==> config.mk <==
export PLATFORM = sky130hd
export DESIGN_NAME = swing_trajectory_cubic_spline_top
export DESIGN_NICKNAME = d
export VERILOG_FILES = /design/src/rtl/swg_pkg.sv /design/src/rtl/swg_div.sv /design/src/rtl/swg_dp.sv /design/src/rtl/swg_ctrl.sv /design/src/rtl/swing_trajectory_cubic_spline_top.sv
export SDC_FILE = /design/constraint.sdc
export NUM_CORES = 2
export LEC_CHECK = 0
export BUFFER_PORTS_ARGS = -buffer_cell sky130_fd_sc_hd__buf_2
export CAP_MARGIN = 0
export CORE_UTILIZATION = 29
export CTS_BUF_LIST = sky130_fd_sc_hd__clkbuf_16
export DETAILED_ROUTE_END_ITERATION = 7
export PLACE_DENSITY = 0.53
export SYNTH_ARGS = -nofsm -noshare
export SYNTH_HDL_FRONTEND = slang
export SYNTH_SLANG_ARGS = --single-unit
==> constraint.sdc <==
create_clock -name clk -period 39.8 [get_ports clk]
set_input_delay 7.96 -clock clk [delete_from_list [all_inputs] [get_ports clk]]
set_output_delay 7.96 -clock clk [all_outputs]
set_load 0.03 [all_outputs]
==> src/rtl/swg_pkg.sv <==
// ---------------------------------------------------------------------------
// swg_pkg
// Types and constants of the swing trajectory spline generator.
// ---------------------------------------------------------------------------
`default_nettype none

package swg_pkg;

  localparam int unsigned POS_W  = 16;
  localparam int unsigned COEF_W = 32;
  localparam int unsigned ACC_W  = 36;   // Horner accumulator
  localparam int unsigned MB_W   = 18;   // narrow multiplier operand
  localparam int unsigned PROD_W = ACC_W + MB_W;
  localparam int unsigned N_W    = 38;   // Hermite numerators
  localparam int unsigned NUM_W  = 54;   // divider dividend
  localparam int unsigned DEN_W  = 36;   // divider divisor
  localparam int unsigned CNT_W  = $clog2(NUM_W + 1);

  localparam logic [15:0] RATIO_RST  = 16'd32768;
  localparam logic [15:0] MID_RST    = 16'd49152;
  localparam logic [15:0] HEIGHT_RST = 16'd0;

  localparam logic [1:0] REG_RATIO  = 2'd0;
  localparam logic [1:0] REG_MID    = 2'd1;
  localparam logic [1:0] REG_HEIGHT = 2'd2;

  localparam logic [1:0] SEG_X  = 2'd0;
  localparam logic [1:0] SEG_Y  = 2'd1;
  localparam logic [1:0] SEG_ZR = 2'd2;
  localparam logic [1:0] SEG_ZF = 2'd3;

  localparam logic ACT_UPDATE = 1'b0;

  typedef enum logic [3:0] {
    OP_NONE, OP_FLOAD, OP_MUL1, OP_MUL2, OP_MUL3, OP_DIVA2, OP_DIVQ, OP_DIVA3,
    OP_FSTORE, OP_ELOAD, OP_EMUL, OP_EADD, OP_ESTORE, OP_OUT
  } op_t;

  typedef struct packed {
    op_t        op;
    logic [1:0] seg;
    logic [1:0] lane;
    logic [1:0] k;
  } cmd_t;

  typedef struct packed {
    logic div_done;
  } stat_t;

  typedef struct packed {
    logic                    start;
    logic signed [NUM_W-1:0] num;
    logic signed [DEN_W-1:0] den;
  } div_req_t;

endpackage

`default_nettype wire

==> src/rtl/swg_div.sv <==
// ---------------------------------------------------------------------------
// swg_div
// Radix-2 restoring signed divider, truncating, saturated to 32 bits.
// ---------------------------------------------------------------------------
`default_nettype none

module swg_div import swg_pkg::*; (
  input  wire logic                     clk,
  input  wire logic                     rst,
  input  wire div_req_t                 req,
  output logic                          done,
  output logic signed [COEF_W-1:0]      res
);

  localparam logic [NUM_W-1:0] LIM_POS = NUM_W'(64'd2147483647);
  localparam logic [NUM_W-1:0] LIM_NEG = NUM_W'(64'd2147483648);
  localparam logic [COEF_W-1:0] MAX_V = {1'b0, {(COEF_W-1){1'b1}}};
  localparam logic [COEF_W-1:0] MIN_V = {1'b1, {(COEF_W-1){1'b0}}};

  logic             busy;
  logic [CNT_W-1:0] cnt;
  logic [NUM_W-1:0] qr;
  logic [DEN_W-1:0] dm;
  logic [DEN_W-1:0] rem;
  logic             neg;
  logic             dzero;
  logic             npos;
  logic             nzero;

  logic [DEN_W+1:0] diff;
  logic [DEN_W-1:0] rem_next;
  logic             qbit;

  always_comb begin
    diff     = {1'b0, rem, qr[NUM_W-1]} - {2'b00, dm};
    qbit     = ~diff[DEN_W+1];
    rem_next = qbit ? diff[DEN_W-1:0] : {rem[DEN_W-2:0], qr[NUM_W-1]};
  end

  always_ff @(posedge clk) begin
    if (rst) begin
      busy <= 1'b0;
      done <= 1'b0;
      cnt  <= '0;
    end else begin
      done <= 1'b0;
      if (req.start) begin
        busy <= 1'b1;
        cnt  <= CNT_W'(NUM_W);
      end else if (busy) begin
        cnt <= cnt - 1'b1;
        if (cnt == CNT_W'(1)) begin
          busy <= 1'b0;
          done <= 1'b1;
        end
      end
    end
  end

  always_ff @(posedge clk) begin
    if (req.start) begin
      qr    <= req.num[NUM_W-1] ? NUM_W'(-req.num) : NUM_W'(req.num);
      dm    <= req.den[DEN_W-1] ? DEN_W'(-req.den) : DEN_W'(req.den);
      rem   <= '0;
      neg   <= req.num[NUM_W-1] ^ req.den[DEN_W-1];
      dzero <= (req.den == '0);
      npos  <= ~req.num[NUM_W-1] && (req.num != '0);
      nzero <= (req.num != '0);
    end else if (busy) begin
      rem <= rem_next;
      qr  <= {qr[NUM_W-2:0], qbit};
    end
  end

  always_comb begin
    if (dzero) begin
      res = npos ? MAX_V : (nzero ? MIN_V : '0);
    end else if (!neg) begin
      res = (qr > LIM_POS) ? MAX_V : qr[COEF_W-1:0];
    end else begin
      res = (qr > LIM_NEG) ? MIN_V : COEF_W'(-qr[COEF_W-1:0]);
    end
  end

endmodule

`default_nettype wire

==> src/rtl/swg_dp.sv <==
// ---------------------------------------------------------------------------
// swg_dp
// Datapath: config registers, shared multiplier, divider, coefficient store.
// ---------------------------------------------------------------------------
`default_nettype none

module swg_dp import swg_pkg::*; (
  input  wire logic          clk,
  input  wire logic          rst,
  input  wire logic          cfg_we,
  input  wire logic [1:0]    cfg_index,
  input  wire logic [15:0]   cfg_data,
  input  wire logic          cap,
  input  wire logic [159:0]  in_data,
  input  wire cmd_t          cmd,
  output stat_t              stat,
  output logic [47:0]        out_data
);

  logic [15:0]  ratio;
  logic [15:0]  mid;
  logic [15:0]  height;
  logic [159:0] in_q;

  logic signed [15:0]       fx0, fx1;
  logic signed [16:0]       fs0, fs1;
  logic signed [MB_W-1:0]   fdur;
  logic signed [N_W-1:0]    n2, n3;
  logic signed [DEN_W-1:0]  t2;
  logic signed [COEF_W-1:0] a2;
  logic signed [PROD_W-1:0] prod;
  logic signed [ACC_W-1:0]  acc;
  logic signed [COEF_W-1:0] coef [16];
  logic signed [POS_W-1:0]  posw [3];
  logic signed [POS_W-1:0]  outq [3];

  logic signed [15:0] lx, ly, lz, tx, ty, tz, hgt;
  logic signed [16:0] nvx, nvy, nvz;
  logic [15:0]        ph;
  logic signed [MB_W-1:0] dur_t, dur_m, dur_f, et;
  logic [1:0]         eseg;
  logic signed [16:0] d;
  logic signed [N_W-1:0] d38;
  logic signed [N_W-1:0] prod38;
  logic signed [ACC_W-1:0]  ma;
  logic signed [MB_W-1:0]   mb;
  logic signed [PROD_W-1:0] mprod;
  div_req_t           dreq;
  logic               ddone;
  logic signed [COEF_W-1:0] dres;
  logic signed [15:0] sx0, sx1;
  logic signed [16:0] ss0, ss1;
  logic signed [MB_W-1:0] sdur;

  function automatic logic signed [POS_W-1:0] sat16(input logic signed [ACC_W-1:0] v);
    if (v > ACC_W'(32767))       sat16 = 16'sh7fff;
    else if (v < -ACC_W'(32768)) sat16 = 16'sh8000;
    else                         sat16 = v[POS_W-1:0];
  endfunction

  always_comb begin
    lx  = $signed(in_q[15:0]);
    ly  = $signed(in_q[31:16]);
    lz  = $signed(in_q[47:32]);
    tx  = $signed(in_q[63:48]);
    ty  = $signed(in_q[79:64]);
    tz  = $signed(in_q[95:80]);
    nvx = -17'($signed(in_q[111:96]));
    nvy = -17'($signed(in_q[127:112]));
    nvz = -17'($signed(in_q[143:128]));
    ph  = in_q[159:144];
    hgt = $signed(height);

    dur_t = 18'sd65536 - $signed({2'b00, ratio});
    dur_m = 18'sd65536 - $signed({2'b00, mid});
    dur_f = $signed({2'b00, mid}) - $signed({2'b00, ratio});

    // segment operand select
    case (cmd.seg)
      SEG_X:   begin sx0 = lx;  ss0 = nvx; sx1 = tx;  ss1 = nvx;  sdur = dur_t; end
      SEG_Y:   begin sx0 = ly;  ss0 = nvy; sx1 = ty;  ss1 = nvy;  sdur = dur_t; end
      SEG_ZR:  begin sx0 = lz;  ss0 = nvz; sx1 = hgt; ss1 = '0;   sdur = dur_m; end
      default: begin sx0 = hgt; ss0 = '0;  sx1 = tz;  ss1 = nvz;  sdur = dur_f; end
    endcase

    // z switches to the fall segment at the midpoint
    if (cmd.lane == SEG_ZR) eseg = (ph >= mid) ? SEG_ZF : SEG_ZR;
    else                    eseg = cmd.lane;
    et = (eseg == SEG_ZF) ? $signed({2'b00, ph}) - $signed({2'b00, mid})
                          : $signed({2'b00, ph}) - $signed({2'b00, ratio});

    d      = 17'(fx0) - 17'(fx1);
    d38    = N_W'(d);
    prod38 = prod[N_W-1:0];

    case (cmd.op)
      OP_MUL1: begin ma = ACC_W'(fs0) + ACC_W'(fs0) + ACC_W'(fs1); mb = fdur; end
      OP_MUL2: begin ma = ACC_W'(fs0) + ACC_W'(fs1);               mb = fdur; end
      OP_MUL3: begin ma = ACC_W'(fdur);                            mb = fdur; end
      default: begin ma = acc;                                     mb = et;   end
    endcase
    mprod = ma * mb;

    dreq.start = 1'b0;
    dreq.num   = NUM_W'(n3) <<< 16;
    dreq.den   = t2;
    case (cmd.op)
      OP_DIVA2: begin
        dreq.start = 1'b1;
        dreq.num   = -(NUM_W'(n2) <<< 16);
        dreq.den   = $signed(prod[DEN_W-1:0]);
      end
      OP_DIVQ: dreq.start = 1'b1;
      OP_DIVA3: begin
        dreq.start = 1'b1;
        dreq.num   = NUM_W'(dres) <<< 16;
        dreq.den   = DEN_W'(fdur);
      end
      default: dreq.start = 1'b0;
    endcase
  end

  swg_div u_div (
    .clk  (clk),
    .rst  (rst),
    .req  (dreq),
    .done (ddone),
    .res  (dres)
  );

  assign stat.div_done = ddone;

  always_ff @(posedge clk) begin
    if (rst) begin
      ratio  <= RATIO_RST;
      mid    <= MID_RST;
      height <= HEIGHT_RST;
    end else if (cfg_we) begin
      case (cfg_index)
        REG_RATIO:  ratio  <= cfg_data;
        REG_MID:    mid    <= cfg_data;
        REG_HEIGHT: height <= cfg_data;
        default:    ;
      endcase
    end
  end

  always_ff @(posedge clk) begin
    if (rst) begin
      for (int i = 0; i < 16; i++) coef[i] <= '0;
    end else if (cmd.op == OP_FSTORE) begin
      coef[{cmd.seg, 2'd0}] <= COEF_W'(fx0);
      coef[{cmd.seg, 2'd1}] <= COEF_W'(fs0);
      coef[{cmd.seg, 2'd2}] <= a2;
      coef[{cmd.seg, 2'd3}] <= dres;
    end
  end

  always_ff @(posedge clk) begin
    if (cap) in_q <= in_data;
    case (cmd.op)
      OP_FLOAD: begin
        fx0  <= sx0;
        fs0  <= ss0;
        fx1  <= sx1;
        fs1  <= ss1;
        fdur <= sdur;
      end
      OP_MUL1: prod <= mprod;
      OP_MUL2: begin
        n2   <= d38 * N_W'(3) * N_W'(65536) + prod38;
        prod <= mprod;
      end
      OP_MUL3: begin
        n3   <= d38 * N_W'(2) * N_W'(65536) + prod38;
        prod <= mprod;
      end
      OP_DIVA2: t2 <= $signed(prod[DEN_W-1:0]);
      OP_DIVQ:  a2 <= dres;
      OP_ELOAD: acc <= ACC_W'(coef[{eseg, 2'd3}]);
      OP_EMUL:  prod <= mprod;
      OP_EADD:  acc <= $signed(prod[ACC_W+15:16]) + ACC_W'(coef[{eseg, cmd.k}]);
      OP_ESTORE: posw[cmd.lane] <= sat16(acc);
      OP_OUT: begin
        outq[0] <= posw[0];
        outq[1] <= posw[1];
        outq[2] <= posw[2];
      end
      default: ;
    endcase
  end

  assign out_data = {outq[2], outq[1], outq[0]};

endmodule

`default_nettype wire

==> src/rtl/swg_ctrl.sv <==
// ---------------------------------------------------------------------------
// swg_ctrl
// Sequencer: fit of four segments on update, Horner steps on evaluate.
// ---------------------------------------------------------------------------
`default_nettype none

module swg_ctrl import swg_pkg::*; (
  input  wire logic  clk,
  input  wire logic  rst,
  input  wire logic  in_valid,
  input  wire logic  in_action,
  output logic       in_ready,
  input  wire stat_t stat,
  output cmd_t       cmd,
  output logic       out_valid,
  input  wire logic  out_ready
);

  typedef enum logic [4:0] {
    S_IDLE, S_FLOAD, S_MUL1, S_MUL2, S_MUL3, S_DIVA2, S_W1, S_DIVQ, S_W2,
    S_DIVA3, S_W3, S_FSTORE, S_ELOAD, S_EMUL, S_EADD, S_ESTORE, S_EOUT
  } state_t;

  state_t     state;
  logic [1:0] seg;
  logic [1:0] lane;
  logic [1:0] k;
  logic       out_free;

  assign in_ready = (state == S_IDLE);
  assign out_free = ~out_valid | out_ready;

  always_comb begin
    cmd.seg  = seg;
    cmd.lane = lane;
    cmd.k    = k;
    case (state)
      S_FLOAD:  cmd.op = OP_FLOAD;
      S_MUL1:   cmd.op = OP_MUL1;
      S_MUL2:   cmd.op = OP_MUL2;
      S_MUL3:   cmd.op = OP_MUL3;
      S_DIVA2:  cmd.op = OP_DIVA2;
      S_DIVQ:   cmd.op = OP_DIVQ;
      S_DIVA3:  cmd.op = OP_DIVA3;
      S_FSTORE: cmd.op = OP_FSTORE;
      S_ELOAD:  cmd.op = OP_ELOAD;
      S_EMUL:   cmd.op = OP_EMUL;
      S_EADD:   cmd.op = OP_EADD;
      S_ESTORE: cmd.op = OP_ESTORE;
      S_EOUT:   cmd.op = out_free ? OP_OUT : OP_NONE;
      default:  cmd.op = OP_NONE;
    endcase
  end

  always_ff @(posedge clk) begin
    if (rst) begin
      state     <= S_IDLE;
      out_valid <= 1'b0;
      seg       <= '0;
      lane      <= '0;
      k         <= '0;
    end else begin
      // in S_EOUT the valid flag is set below when the register frees up
      if (out_valid && out_ready && state != S_EOUT) out_valid <= 1'b0;
      case (state)
        S_IDLE: begin
          if (in_valid) begin
            seg  <= SEG_X;
            lane <= SEG_X;
            state <= (in_action == ACT_UPDATE) ? S_FLOAD : S_ELOAD;
          end
        end
        S_FLOAD: state <= S_MUL1;
        S_MUL1:  state <= S_MUL2;
        S_MUL2:  state <= S_MUL3;
        S_MUL3:  state <= S_DIVA2;
        S_DIVA2: state <= S_W1;
        S_W1:    if (stat.div_done) state <= S_DIVQ;
        S_DIVQ:  state <= S_W2;
        S_W2:    if (stat.div_done) state <= S_DIVA3;
        S_DIVA3: state <= S_W3;
        S_W3:    if (stat.div_done) state <= S_FSTORE;
        S_FSTORE: begin
          if (seg == SEG_ZF) state <= S_IDLE;
          else begin
            seg   <= seg + 1'b1;
            state <= S_FLOAD;
          end
        end
        S_ELOAD: begin
          k     <= 2'd2;
          state <= S_EMUL;
        end
        S_EMUL: state <= S_EADD;
        S_EADD: begin
          if (k == 2'd0) state <= S_ESTORE;
          else begin
            k     <= k - 1'b1;
            state <= S_EMUL;
          end
        end
        S_ESTORE: begin
          if (lane == SEG_ZR) state <= S_EOUT;
          else begin
            lane  <= lane + 1'b1;
            state <= S_ELOAD;
          end
        end
        S_EOUT: begin
          if (out_free) begin
            out_valid <= 1'b1;
            state     <= S_IDLE;
          end
        end
        default: state <= S_IDLE;
      endcase
    end
  end

endmodule

`default_nettype wire

==> src/rtl/swing_trajectory_cubic_spline_top.sv <==
// ---------------------------------------------------------------------------
// swing_trajectory_cubic_spline_top
// Update beat: s_tready returns after four segments (each of four
//   setup/multiply steps, three divides on the 54-step divider, one
//   store); it returns no beat.
// Evaluate beat: m_tvalid after three lanes of three multiply/add steps
//   on the shared multiplier; one beat in flight, the next beat is taken
//   once the result is in the output register, which waits on a stall.
// Reset (rst, synchronous): config to defaults, coefficients to zero.
// ---------------------------------------------------------------------------
`default_nettype none

module swing_trajectory_cubic_spline_top import swg_pkg::*; (
  input  wire logic         clk,
  input  wire logic         rst,
  input  wire logic         cfg_we,
  input  wire logic [1:0]   cfg_index,
  input  wire logic [15:0]  cfg_data,
  input  wire logic         s_tvalid,
  output logic              s_tready,
  // liftoff_x, liftoff_y, liftoff_z, touchdown_x, touchdown_y, touchdown_z,
  // vel_x, vel_y, vel_z, phase_time
  input  wire logic [159:0] s_tdata,
  input  wire logic         s_tuser,   // action
  output logic              m_tvalid,
  input  wire logic         m_tready,
  output logic [47:0]       m_tdata    // pos_x, pos_y, pos_z
);

  cmd_t  cmd;
  stat_t stat;

  swg_ctrl u_ctrl (
    .clk       (clk),
    .rst       (rst),
    .in_valid  (s_tvalid),
    .in_action (s_tuser),
    .in_ready  (s_tready),
    .stat      (stat),
    .cmd       (cmd),
    .out_valid (m_tvalid),
    .out_ready (m_tready)
  );

  swg_dp u_dp (
    .clk       (clk),
    .rst       (rst),
    .cfg_we    (cfg_we),
    .cfg_index (cfg_index),
    .cfg_data  (cfg_data),
    .cap       (s_tvalid & s_tready),
    .in_data   (s_tdata),
    .cmd       (cmd),
    .stat      (stat),
    .out_data  (m_tdata)
  );

endmodule

`default_nettype wire

==> summary.txt <==
CTS
  • Number of H-tree branching levels: 3
  • Clk buf depth: 3
  • CTS tree: yes
  • Insertion delay to the later sink of the worst-skew pair: 0.78 ns
  • Number of buffers added for setup after CTS: 0
  • Clock Sinks: 1158
  • Hold buffers post-CTS: 0
  • CTS buffer count: 116
  • Root Driver: sky130_fd_sc_hd__clkbuf_16
  • CTS clk-pin slew, worst paths: 0.07 ns
  • Number of gates resized after CTS: 0

Yosys
  • Most used DFF post-synth: sky130_fd_sc_hd__edfxtp_1
  • Count of flip-flops with a built-in enable after synthesis: 1054
  • Distinct cell type count of the synthesized netlist: 93
  • Gate Count Post-Synth: 8189
  • Synthesized Nets: 9372
  • Cell area after technology mapping: 0.08440 mm^2
  • Flip-flop and latch count after synthesis: 1158
  • Async set or reset register ratio after synthesis: 0
  • Sequential cell area fraction in the yosys report: 0.3997
  • Synth Warn #: 0
  • Post-synthesis average cell area: 10.31 um^2

Global routing
  • Via count of the first global-routing pass: 62530
  • Antenna violations before repair: 29
  • Maximum number of pins on one net before global-route repair: 134
  • Global router's overall resource usage: 0.1925
  • Gr ovfl total: 0
  • Wire length of the first global-routing pass: 421800 um

Route
  • Router iterations before antenna repair: 8
  • Violation count after the first detailed-route iteration: 6533
  • Count of nets left with antenna violations after detail routing: 0
  • Post-route DRC violation count: 0
  • Post-detailed-route wirelength per cell: 23.51 um
  • Final wirelength: 287800 um
  • Via count: 63430
  • Ratio of routed vias to standard cells: 5.182

Setup path
  • Most common cell type on the critical path: sky130_fd_sc_hd__fa_1
  • Worst Setup End Kind: flip-flop
  • Highest-delay cell along the critical path: sky130_fd_sc_hd__o22ai_1
  • RR Endpoint: u_dp.prod[51]$_DFFE_PP_
  • Delay of the slowest cell on the worst path: 1.07 ns
  • Startpoint of the most critical register-to-register path: u_dp.in_q[145]$_DFFE_PP_
  • Reg-to-reg setup timing slack: 27.68 ns
  • Type of the setup path with the least slack: primary input to flip-flop
  • Data required time of the critical path: 40.32 ns
  • Arrival time of the worst setup path: 17.59 ns
  • Worst reg2reg path depth: 35
  • Largest driver fanout on the critical path: 50
  • Startpoint kind of the worst setup timing path: primary input

Min path
  • WHS Endpoint: u_dp.outq[0][14]$_DFFE_PN_
  • Number of cells on the worst hold path: 0
  • Min-delay src: u_dp.posw[0][14]$_DFFE_PP_
  • Min-delay worst type: flip-flop to flip-flop

Status
  • Status: completed

Floorplanning
  • Number of placement rows: 197
  • Die Y: 541.5 um
  • Die area: 0.2932 mm^2
  • Effective utilization at floorplan: 0.2924
  • Core footprint: 0.2886 mm^2
  • Ports: 234
  • Die width: 541.5 um

STA
  • Worst-margin pin slew: 1.386 ns
  • Top achievable clock speed: 0.05858 GHz
  • Number of slew-limit violations in the final report: 0
  • Setup violators final: 0
  • Worst clock skew: 0.07344 ns
  • RSZ-0062 raised after global routing: false
  • Worst slew slack as a fraction of its limit: 0.07583
  • Minimum clock period: 17.07 ns
  • Final clock period utilization by the worst path: 0.4289
  • Number of hold violations in the final report: 0
  • Post-route setup TNS: 0 ns

Finish
  • Area overhead of the layout relative to synthesis: 11.26%
  • Area of the multi-input gates: 0.04585 mm^2
  • Util after Layout: 0.3253
  • Final cell count without fillers: 12240
  • Area taken by flip-flops and latches: 0.03374 mm^2
  • Fraction of layout cells with a size suffix above 1: 0.08850
  • Number of nets at the end of the flow: 9438
  • Fill cell count: 29390

Place
  • Final estimated routing congestion in global placement: 0.9527
  • Placed Instances: 12020
  • Detail Placement HPWL: 217000 um
  • Port Buf Inserts: 233

Flow run
  • Total of max-cap violations: 0
## critical path: cells and delay by family
| family | cells | cell delay [ns] |
|---|---|---|
| simple gates | 8 | 1.81 |
| buf+inv | 7 | 1.11 |
| fa+ha+maj | 7 | 3.53 |
| compound gates | 8 | 3.07 |
| xor+xnor | 1 | 0.08 |
## worst max path at each step
stage,from,end,cells past startpoint
2_1_floorplan,m_tready,u_dp.prod[51]$_DFFE_PP_,29
3_3_place_gp,m_tready,u_dp.prod[51]$_DFFE_PP_,31
3_5_place_dp,m_tready,u_dp.prod[51]$_DFFE_PP_,31
4_1_cts,m_tready,u_dp.prod[51]$_DFFE_PP_,31
5_1_grt,m_tready,u_dp.prod[51]$_DFFE_PP_,31
6_report,m_tready,u_dp.prod[51]$_DFFE_PP_,31
## layout make-up
class / instances / area share
Antenna cell: 10 / 0.0002665
Clock inverter: 92 / 0.007381
Clock buffer: 121 / 0.03224
Inverter: 992 / 0.03967
Timing Repair Buffer: 343 / 0.02124
Tap cell: 3880 / 0.05170
Sequential cell: 1158 / 0.3593
Multi-Input combinational cell: 5644 / 0.4882
## flip-flops by register name (all words and copies together) (netlist names), 5 cells and up
register / flops
u_dp.ratio: 16
u_dp.fx1: 16
u_dp.prod: 52
u_dp.fx0: 16
u_dp.u_div.rem: 36
u_dp.fdur: 18
u_dp.n3: 38
u_dp.u_div.cnt: 6
u_dp.fs0: 17
u_dp.u_div.dm: 36
u_dp.height: 16
u_dp.n2: 38
u_dp.mid: 16
u_ctrl.state: 5
u_dp.outq: 48
u_dp.fs1: 17
u_dp.u_div.qr: 54
u_dp.posw: 48
u_dp.t2: 36
u_dp.acc: 36
u_dp.in_q: 160
u_dp.coef: 388
u_dp.a2: 32
## metal layers
metal | global-route usage | vias up | share of wire
met1 | 0.2721 | 31920 | 0.45
met3 | 0.03255 | 427 | 0.077
met2 | 0.2962 | 2659 | 0.44
met4 | 0.06594 | 30 | 0.037
li1 | - | 28390 | -
met5 | 0 | - | 0.00061
## Yosys cell counts (all sizes together), types with 10 or more instances
cell type	instances	area (um^2)
clkbuf	334	1254
nor4	55	359.1
a211o	19	166.4
a31oi	48	300.3
o21bai	40	300.3
nand4	38	237.7
a21oi	480	2402
or4	18	146.4
nand2	777	2917
or2	36	225.2
dfxtp	104	2082
nor3	145	745.7
mux2i	156	1562
or3	50	317.8
a222oi	39	390.4
o41ai	13	113.9
mux2	12	135.1
xor2	113	989.7
nand3	66	330.3
nand3b	10	75.07
and2	77	481.7
a211oi	52	390.4
ha	385	4817
o31a	10	87.58
xnor2	281	2461
edfxtp	1054	31650
a21boi	22	165.2
o21a	80	600.6
and3	278	1739
o31ai	28	210.2
o211ai	14	105.1
nand2b	113	714.4
mux4	96	2162
o21ai	363	1821
inv	989	3712
a21o	109	818.3
a221oi	23	207.7
nor2	757	2844
buf	61	252.7
fa	614	12290
a32oi	11	96.34
a22oi	15	112.6
o22ai	20	125.1
nor2b	69	431.7
## logic make-up after synthesis
kind of cell | share of synthesized area
flops | 0.3997
fa+ha+maj | 0.2027
mux | 0.04572
simple gates | 0.1402
buf+inv | 0.06197
xor+xnor | 0.04115
compound gates | 0.1086
## metrics by stage
step | hold slack, ns | worst slack (ns) | cell area [um^2]
2_1_floorplan | 0.4003 | 21.87 | 84400
3_3_place_gp | 0.4016 | 22.15 | 90160
4_1_cts | 0.4198 | 22.86 | 93880
6_report | 0.4200 | 22.73 | 93910
3_5_place_dp | 0.4045 | 22.03 | 90160
5_1_grt | 0.4227 | 22.25 | 93880
## cell usage in the layout, fill, tap and decap left out, drive strengths merged, types with 50 or more instances in the layout
cell type  count
o21ai        363
ha           385
nand3         66
buf          343
or3           50
nand2b       113
a211oi        52
clkbuf       121
nand2        777
nor2b         69
mux4          96
nor4          55
a21o         109
nor2         757
and3         278
and2          77
clkinv        56
xor2         113
inv         1019
dfxtp        104
a21oi        480
nor3         145
xnor2        281
o21a          80
fa           614
mux2i        156
edfxtp      1054
Power is left out: the tool's default activity adds up to more than one toggle a clock period on the data nets, which glitch-free logic cannot reach.
